## src/rtl/core/fpfa_pkg.sv

```systemverilog
// ----------------------------------------------------------------------------
// Fixed partition fit allocator package
// Sizes, item types, fit modes, register indexes and the types passed
// between the controller and the partition cells.
// ----------------------------------------------------------------------------
package fpfa_pkg;

    localparam int PARTITIONS = 16;
    localparam int SIZE_BITS  = 16;

    // Fixed field widths of the item and register formats.
    localparam int ENTRY_INDEX_BITS = 4;
    localparam int REQ_BITS         = 16;
    localparam int COUNT_BITS       = 5;
    localparam int MODE_BITS        = 2;
    localparam int CFG_DATA_BITS    = 5;

    // Partition index width and the widths used for widened compares.
    localparam int IDX_BITS       = (PARTITIONS > 1) ? $clog2(PARTITIONS) : 1;
    localparam int CMP_BITS       = (SIZE_BITS > REQ_BITS) ? SIZE_BITS : REQ_BITS;
    localparam int CNT_CMP_BITS   = (IDX_BITS > COUNT_BITS) ? IDX_BITS : COUNT_BITS;
    localparam int ENTRY_LIM_BITS = ($clog2(PARTITIONS + 1) > ENTRY_INDEX_BITS) ?
                                    $clog2(PARTITIONS + 1) : ENTRY_INDEX_BITS;

    typedef enum logic [MODE_BITS-1:0] {
        FIT_FIRST = 2'd0,
        FIT_BEST  = 2'd1,
        FIT_WORST = 2'd2
    } fit_mode_t;

    typedef enum logic {
        CFG_FIT_MODE   = 1'b0,
        CFG_PART_COUNT = 1'b1
    } cfg_index_t;

    typedef enum logic {
        ACT_LOAD    = 1'b0,
        ACT_REQUEST = 1'b1
    } action_t;

    typedef enum logic [1:0] {
        ST_IDLE,
        ST_SCAN,
        ST_WRITE
    } state_t;

    typedef struct packed {
        logic                        action;
        logic [ENTRY_INDEX_BITS-1:0] entry_index;
        logic [15:0]                 entry_size;
        logic [REQ_BITS-1:0]         request_size;
    } in_item_t;

    typedef struct packed {
        logic        granted;
        logic [3:0]  chosen_index;
        logic [15:0] size_before;
    } out_item_t;

    // Search state handed from cell to cell.
    typedef struct packed {
        logic                 found;
        logic [IDX_BITS-1:0]  pick;
        logic [SIZE_BITS-1:0] best;
    } token_t;

    // Request context broadcast to every cell during a scan.
    typedef struct packed {
        logic [REQ_BITS-1:0]   req;
        logic [MODE_BITS-1:0]  mode;
        logic [COUNT_BITS-1:0] count;
    } scan_ctl_t;

    // Size write broadcast to every cell (loads and grants).
    typedef struct packed {
        logic                 en;
        logic [IDX_BITS-1:0]  idx;
        logic [SIZE_BITS-1:0] data;
    } size_wr_t;

endpackage

```

## src/rtl/core/fixed_partition_fit_allocator.sv

```systemverilog
// ----------------------------------------------------------------------------
// Fixed partition fit allocator
// First, best and worst fit placement over a table of partition sizes.
// ----------------------------------------------------------------------------
// Each partition's remaining size lives in its own cell; the cells form a
// chain, and a search token moves one cell further on every clock. A load
// item writes one partition's size in the cycle it is accepted and gives no
// result. A request item's result is registered once the token has walked
// the whole chain, in the scan state, and a write-back state has decided the
// grant, written the reduced size back into the chosen cell and loaded the
// output register. The input is stalled through the walk and the write-back,
// and the next item is taken in the cycle after the result is registered at
// the earliest. If the previous result is still stalled in the output
// register, the write-back step waits until the output register is free.
// The chain length fixes the walk; partitions beyond the configured count
// are still walked but never chosen. Ties go to the lowest index because a
// later cell only replaces the token on a strictly better size. Best fit
// refuses a match whose remaining size is zero, and the unused fit mode
// grants nothing. Configuration registers are to be written through the
// cfg port only while the block is idle; the user is bound to this, and the
// block itself does not enforce it. A finished result waits in the output
// register while the next item is accepted.
// ----------------------------------------------------------------------------
module fixed_partition_fit_allocator (
    input  logic                               clk,
    input  logic                               rst_n,
    input  logic                               in_valid,
    output logic                               in_stall,
    input  fpfa_pkg::in_item_t                 in_item,
    output logic                               out_valid,
    input  logic                               out_stall,
    output fpfa_pkg::out_item_t                out_item,
    input  logic                               cfg_wr_en,
    input  logic                               cfg_index,
    input  logic [fpfa_pkg::CFG_DATA_BITS-1:0] cfg_data
);

    fpfa_pkg::state_t                 state_reg;
    fpfa_pkg::state_t                 state_next;
    logic [fpfa_pkg::IDX_BITS-1:0]    cnt_reg;
    logic [fpfa_pkg::IDX_BITS-1:0]    cnt_next;
    logic [fpfa_pkg::MODE_BITS-1:0]   mode_reg;
    logic [fpfa_pkg::COUNT_BITS-1:0]  count_reg;
    logic [fpfa_pkg::REQ_BITS-1:0]    req_reg;
    logic [fpfa_pkg::REQ_BITS-1:0]    req_next;
    logic                             out_valid_reg;
    logic                             out_valid_next;
    fpfa_pkg::out_item_t              out_item_reg;
    fpfa_pkg::out_item_t              out_item_next;

    fpfa_pkg::scan_ctl_t              scan;
    fpfa_pkg::size_wr_t               wr;
    fpfa_pkg::token_t                 chain [fpfa_pkg::PARTITIONS+1];
    fpfa_pkg::token_t                 last;
    logic                             in_accept;
    logic                             out_free;
    logic                             load_in_range;
    logic                             grant;
    logic [fpfa_pkg::CMP_BITS-1:0]    remain_c;

    assign in_accept = in_valid && !in_stall;
    assign out_free  = !out_valid_reg || !out_stall;

    assign scan.req   = req_reg;
    assign scan.mode  = mode_reg;
    assign scan.count = count_reg;

    // The chain starts from an empty token every cycle.
    assign chain[0] = '0;
    assign last     = chain[fpfa_pkg::PARTITIONS];

    genvar gi;
    generate
        for (gi = 0; gi < fpfa_pkg::PARTITIONS; gi++)
        begin : g_cell
            fpfa_cell u_cell (
                .clk        (clk),
                .rst_n      (rst_n),
                .cell_index (fpfa_pkg::IDX_BITS'(gi)),
                .scan       (scan),
                .wr         (wr),
                .token_in   (chain[gi]),
                .token_out  (chain[gi+1])
            );
        end
    endgenerate

    // Configuration registers.
    always_ff @(posedge clk or negedge rst_n)
    begin
        if (!rst_n)
        begin
            mode_reg  <= fpfa_pkg::FIT_FIRST;
            count_reg <= fpfa_pkg::COUNT_BITS'(16);
        end
        else if (cfg_wr_en)
        begin
            unique case (cfg_index)
                fpfa_pkg::CFG_FIT_MODE:   mode_reg  <= cfg_data[fpfa_pkg::MODE_BITS-1:0];
                fpfa_pkg::CFG_PART_COUNT: count_reg <= cfg_data[fpfa_pkg::COUNT_BITS-1:0];
                default:                  mode_reg  <= mode_reg;
            endcase
        end
    end

    always_ff @(posedge clk or negedge rst_n)
    begin
        if (!rst_n)
        begin
            state_reg     <= fpfa_pkg::ST_IDLE;
            cnt_reg       <= '0;
            out_valid_reg <= 1'b0;
        end
        else
        begin
            state_reg     <= state_next;
            cnt_reg       <= cnt_next;
            out_valid_reg <= out_valid_next;
        end
    end

    always_ff @(posedge clk)
    begin
        req_reg      <= req_next;
        out_item_reg <= out_item_next;
    end

    always_comb
    begin
        load_in_range = fpfa_pkg::ENTRY_LIM_BITS'(in_item.entry_index)
                        < fpfa_pkg::ENTRY_LIM_BITS'(fpfa_pkg::PARTITIONS);
        case (mode_reg)
            fpfa_pkg::FIT_FIRST: grant = last.found;
            fpfa_pkg::FIT_BEST:  grant = last.found && (last.best != '0);
            fpfa_pkg::FIT_WORST: grant = last.found;
            default:             grant = 1'b0;
        endcase
        remain_c = fpfa_pkg::CMP_BITS'(last.best) - fpfa_pkg::CMP_BITS'(req_reg);

        state_next     = state_reg;
        cnt_next       = cnt_reg;
        req_next       = req_reg;
        out_item_next  = out_item_reg;
        out_valid_next = out_valid_reg && out_stall;
        in_stall       = 1'b1;
        wr             = '0;

        unique case (state_reg)
            fpfa_pkg::ST_IDLE:
            begin
                in_stall = 1'b0;
                if (in_accept)
                begin
                    if (in_item.action == fpfa_pkg::ACT_LOAD)
                    begin
                        wr.en   = load_in_range;
                        wr.idx  = fpfa_pkg::IDX_BITS'(in_item.entry_index);
                        wr.data = fpfa_pkg::SIZE_BITS'(in_item.entry_size);
                    end
                    else
                    begin
                        req_next   = in_item.request_size;
                        cnt_next   = '0;
                        state_next = fpfa_pkg::ST_SCAN;
                    end
                end
            end
            fpfa_pkg::ST_SCAN:
            begin
                cnt_next = cnt_reg + 1'b1;
                if (cnt_reg == fpfa_pkg::IDX_BITS'(fpfa_pkg::PARTITIONS - 1))
                begin
                    state_next = fpfa_pkg::ST_WRITE;
                end
            end
            fpfa_pkg::ST_WRITE:
            begin
                if (out_free)
                begin
                    wr.en          = grant;
                    wr.idx         = last.pick;
                    wr.data        = fpfa_pkg::SIZE_BITS'(remain_c);
                    out_valid_next = 1'b1;
                    if (grant)
                    begin
                        out_item_next.granted      = 1'b1;
                        out_item_next.chosen_index = 4'(last.pick);
                        out_item_next.size_before  = 16'(last.best);
                    end
                    else
                    begin
                        out_item_next = '0;
                    end
                    state_next = fpfa_pkg::ST_IDLE;
                end
            end
            default:
            begin
                state_next = fpfa_pkg::ST_IDLE;
            end
        endcase
    end

    assign out_valid = out_valid_reg;
    assign out_item  = out_item_reg;

    // No size write may land while the token is walking the chain.
    a_no_write_in_scan: assert property (@(posedge clk) disable iff (!rst_n)
        (state_reg == fpfa_pkg::ST_SCAN) |-> !wr.en)
        else $error("size write during a scan");

    // A request reaches the write-back step exactly after the chain walk.
    a_scan_length: assert property (@(posedge clk) disable iff (!rst_n)
        (in_accept && in_item.action == fpfa_pkg::ACT_REQUEST)
        |-> ##(fpfa_pkg::PARTITIONS + 1) (state_reg == fpfa_pkg::ST_WRITE))
        else $error("scan length differs from the chain length");

    // A new result is only ever loaded from the write-back step.
    a_result_source: assert property (@(posedge clk) disable iff (!rst_n)
        $rose(out_valid_reg) |-> $past(state_reg == fpfa_pkg::ST_WRITE))
        else $error("result appeared outside write-back");

    // A refused request carries all-zero index and size.
    a_refusal_zero: assert property (@(posedge clk) disable iff (!rst_n)
        (out_valid_reg && !out_item_reg.granted)
        |-> (out_item_reg.chosen_index == '0 && out_item_reg.size_before == '0))
        else $error("refused result carries nonzero fields");

endmodule

```

## src/rtl/core/fpfa_cell.sv

```systemverilog
// ----------------------------------------------------------------------------
// Partition cell
// Holds the remaining size of one partition, updates the passing search
// token under the current fit mode, and takes size writes aimed at it.
// ----------------------------------------------------------------------------
module fpfa_cell (
    input  logic                          clk,
    input  logic                          rst_n,
    input  logic [fpfa_pkg::IDX_BITS-1:0] cell_index,
    input  fpfa_pkg::scan_ctl_t           scan,
    input  fpfa_pkg::size_wr_t            wr,
    input  fpfa_pkg::token_t              token_in,
    output fpfa_pkg::token_t              token_out
);

    logic [fpfa_pkg::SIZE_BITS-1:0] size_reg;
    fpfa_pkg::token_t               token_reg;
    fpfa_pkg::token_t               token_next;
    logic [fpfa_pkg::CMP_BITS-1:0]  size_c;
    logic [fpfa_pkg::CMP_BITS-1:0]  req_c;
    logic [fpfa_pkg::CMP_BITS-1:0]  best_c;
    logic                           in_use;
    logic                           fits;
    logic                           take;

    always_comb
    begin
        size_c = fpfa_pkg::CMP_BITS'(size_reg);
        req_c  = fpfa_pkg::CMP_BITS'(scan.req);
        best_c = fpfa_pkg::CMP_BITS'(token_in.best);
        in_use = fpfa_pkg::CNT_CMP_BITS'(cell_index) < fpfa_pkg::CNT_CMP_BITS'(scan.count);
        fits   = in_use && (req_c <= size_c);
        case (scan.mode)
            fpfa_pkg::FIT_FIRST: take = fits && !token_in.found;
            fpfa_pkg::FIT_BEST:  take = fits && (!token_in.found || size_c < best_c);
            fpfa_pkg::FIT_WORST: take = fits && (size_c > best_c);
            default:             take = 1'b0;
        endcase
        if (take)
        begin
            token_next.found = 1'b1;
            token_next.pick  = cell_index;
            token_next.best  = size_reg;
        end
        else
        begin
            token_next = token_in;
        end
    end

    always_ff @(posedge clk or negedge rst_n)
    begin
        if (!rst_n)
        begin
            size_reg <= '0;
        end
        else if (wr.en && (wr.idx == cell_index))
        begin
            size_reg <= wr.data;
        end
    end

    always_ff @(posedge clk)
    begin
        token_reg <= token_next;
    end

    assign token_out = token_reg;

endmodule
```

## config.mk

```make
export PLATFORM = sky130hd
export DESIGN_NAME = fixed_partition_fit_allocator
export DESIGN_NICKNAME = d
export VERILOG_FILES = /design/src/rtl/core/fpfa_pkg.sv /design/src/rtl/core/fixed_partition_fit_allocator.sv /design/src/rtl/core/fpfa_cell.sv
export SDC_FILE = /design/constraint.sdc
export NUM_CORES = 2
export LEC_CHECK = 0
export BUFFER_PORTS_ARGS = -buffer_cell sky130_fd_sc_hd__buf_2
export CAP_MARGIN = 40
export CORE_MARGIN = 2
export CORE_UTILIZATION = 30
export CTS_CLUSTER_SIZE = 28
export DETAILED_ROUTE_END_ITERATION = 6
export GPL_TIMING_DRIVEN = 0
export PLACE_DENSITY = 0.47
export SLEW_MARGIN = 40
export SYNTH_ARGS = -nofsm -noshare
export SYNTH_HDL_FRONTEND = slang
export SYNTH_HIERARCHICAL = 1
export SYNTH_SLANG_ARGS = --single-unit
```

## constraint.sdc

```tcl
create_clock -name clk -period 3.35 [get_ports clk]
set_input_delay 0.67 -clock clk [delete_from_list [all_inputs] [get_ports clk]]
set_output_delay 0.67 -clock clk [all_outputs]
set_load 0.05 [all_outputs]
```

==> flow_metrics.tcl <==
set metrics [dict create \
    power_density_nw_per_um2 846 \
    path_clk_slew_ns 0.06 \
    min_period_ns 3.29 \
    yosysMostFrequentCell "inv_1" \
    wl_per_cell_um 20.6 \
    p_total_uw 40300 \
    worst_setup_path_start_kind "flop" \
    clockBufferDepth 3 \
    drtIter0Drc 1926 \
    grt-ovfl-total 0 \
    htreeDepth 3 \
    antenna_found_initial 3 \
    ff2ff_path_depth 11 \
    fill_cells 13400 \
    n_antenna_cell 0 \
    endpoint "g_cell[3].u_cell/token_out[18]$_DFF_P_" \
    grt_setup_unrepaired "false" \
    crit_arrival_ns 3.82 \
    grt_max_degree 59 \
    worstPathCellList "buf_8 > buf_6 > ha_1 > nor2b_4 > o211ai_2 > a21oi_1 > a211o_1 > a2111oi_4 > o221a_4 > buf_12 > mux2_4" \
    synth_fa_ha_area_frac 0.198 \
    critPathCaptureType "flop" \
    yosys.area.top_type "ha_1" \
    cp_slowest_stage_delay_ns 0.53 \
    synth_seq_area_share 0.370 \
    first_global_vias 30200 \
    clock_skew_ns 0.0297 \
    ant_nets 0 \
    p_leak_uw 0.0235 \
    viasPerCell 4.75 \
    die_x_um 367 \
    maxSlewViolCount 0 \
    critPathKind "reg2reg" \
    synth_simple_gate_area_frac 0.0997 \
    placedCellCount 6158 \
    status "finished, final reports clean" \
    gp_congestion 0.840 \
    synthFlopType "dfxtp_1" \
    synth_edf_count 37 \
    cts_tree "built" \
    fin_crit_sh 0.983 \
    clk_latency_ns 0.67 \
    slowest_stage "edfxtp_1" \
    yosys_warnings 6 \
    clockRootBuffer "clkbuf_16" \
    syn_area_um2 39400 \
    synth_area_leaders "ha_1 20%, dfrtp_1 17%, dfxtp_1 17%" \
    stdcell_count 6335 \
    r2r_end "g_cell[3].u_cell/token_out[18]$_DFF_P_" \
    synthArstFlopShare 0.420 \
    cap_violations 0 \
    ys_types 60 \
    synth_common_cells "631 x inv_1, 624 x ha_1, 384 x nand2_1" \
    grt_usage 0.191 \
    tightestPinTransition_ns 0.697 \
    r2r-start "req_reg[1]$_DFFE_PP_" \
    io_pins 71 \
    rows 133 \
    synth_compound_area_frac 0.143 \
    cts_made_buffers 80 \
    vias 30100 \
    syn_avg_cell_area_um2 9.77 \
    cp.required_ns 3.87 \
    synth_top_area_share 0.198 \
    ir_worst_vdd_mv 0.384 \
    clock_sinks 643 \
    grt_pass1_wl_um 193000 \
    die_area_um2 134000 \
    holdWs_ns 0.186 \
    r2r_slack_ns 0.06 \
    relSlewSlack 0.524 \
    drt_pass1_iterations 5 \
    synth_top_family_by_area "adder cells" \
    core_um2 131000 \
    syn_inst 4039 \
    drive_gt1_frac 0.131 \
    setup_violations 0 \
    wirelength_um 131000 \
    final_nets 5185 \
    start_util 0.301 \
    hpwlAfterDp_um 100000 \
    die_h_um 367 \
    largest_register_ff_count 336 \
    fmax_ghz 0.304 \
    muxShareOfSynthArea 0.0933 \
    numPortBuffers 70 \
    startpoint "req_reg[1]$_DFFE_PP_" \
    area_growth_pct 20.6 \
    hold_viol_final 0 \
    synth-xor-area-share 0.0167 \
    crit_fanout 10 \
    drc 0 \
    synth-seq-cells 643 \
    hold_class "in2reg" \
]
## layout make-up
class | count | area (µm²) | share of cell area
Multi-Input combinational cell | 2893 | 23100 | 0.485
Sequential cell | 643 | 14600 | 0.307
Inverter | 631 | 2370 | 0.0498
Clock buffer | 111 | 2280 | 0.0479
Tap cell | 1755 | 2200 | 0.0462
Timing Repair Buffer | 174 | 1770 | 0.0371
Buffer | 89 | 798 | 0.0168
Clock inverter | 39 | 485 | 0.0102
## per-stage QoR
| step | setup slack, ns | setup TNS, ns | utilization | area [µm²] |
|---|---|---|---|---|
| floorplan | 0.0610 | 0 | - | 40200 |
| global placement | -4.96 | -2432.47 | 0.327 | 42800 |
| detailed placement | -1.27 | -282.06 | 0.338 | 44300 |
| CTS | 0.0255 | 0 | 0.361 | 47300 |
| global route | 0.0104 | 0 | 0.363 | 47600 |
| finish | 0.0572 | 0 | 0.363 | 47600 |
## logic make-up (layout without fill, tap and decap cells)
family	after synthesis	in the layout
flip-flops	643	643
other	2	215
multiplexers	327	327
adder cells (fa/ha/maj)	625	625
AND/OR/NAND/NOR	797	797
XOR/XNOR	75	75
buffers and inverters	720	1044
AO/OA/AOI/OAI	850	854
## how the worst min path moves through the flow
stage                                                      start                                      to  slack [ns]  cells after the start
final                                                 in_item[1]                    req_reg[1]$_DFFE_PP_        0.19                      1
after global routing                                  in_item[5]                    req_reg[5]$_DFFE_PP_        0.16                      1
after CTS                                             in_item[1]                    req_reg[1]$_DFFE_PP_        0.15                      1
after detailed placement  g_cell[0].u_cell/token_out[17]$_DFF_P_  g_cell[1].u_cell/token_out[17]$_DFF_P_        0.44                      1
after global placement    g_cell[0].u_cell/token_out[16]$_DFF_P_  g_cell[1].u_cell/token_out[16]$_DFF_P_        0.44                      1
after floorplan                                            rst_n                  cnt_reg[0]$_DFFE_PN0P_        0.37                      0
## critical path: cells and delay by family, from the launching register on
family / cells / cell delay, ns
buffers and inverters: 3 / 0.54
flip-flops: 1 / 0.53
multiplexers: 1 / 0.32
adder cells (fa/ha/maj): 1 / 0.32
AO/OA/AOI/OAI: 5 / 1.28
AND/OR/NAND/NOR: 1 / 0.13
## layout by cell type, fill, tap and decap left out, types with 21 or more instances in the layout
master,count
a21o_1,36
a21oi_1,234
buf_2,74
buf_6,55
buf_8,32
clkbuf_16,81
clkbuf_2,44
conb_1,215
dfrtp_1,264
dfxtp_1,336
edfxtp_1,37
ha_1,624
inv_1,631
mux2_4,80
mux2i_1,241
nand2_1,384
nand2b_1,22
nand3_1,52
nand4_1,134
nor2_1,74
o21a_1,36
o21ai_0,329
xnor2_1,21
xor2_1,54
## layer usage
| metal | GRT usage | share of wire |
|---|---|---|
| met1 | 0.259 | 0.47 |
| met2 | 0.312 | 0.46 |
| met3 | 0.0257 | 0.041 |
| met4 | 0.0591 | 0.032 |
| met5 | 0 | 0.000092 |
## power breakdown
group	switching (µW)	internal [µW]	total (µW)	leakage, µW
clock network	3620	5480	9100	0.00137
logic	10500	8180	18700	0.0163
registers	1630	10800	12500	0.00583
total	15700	24500	40300	0.0235
## what timing repair did
action | in CTS | in global routing
gates resized for setup | 72 | 20
pin swaps | 3 | 7
setup endpoints to repair | 256 | 272
hold buffers | 1 | 0
hold endpoints to repair | 50 | 0
buffers inserted | 3 | 19
cloned | 1 | 3
Power figures use the tool's default switching activity.
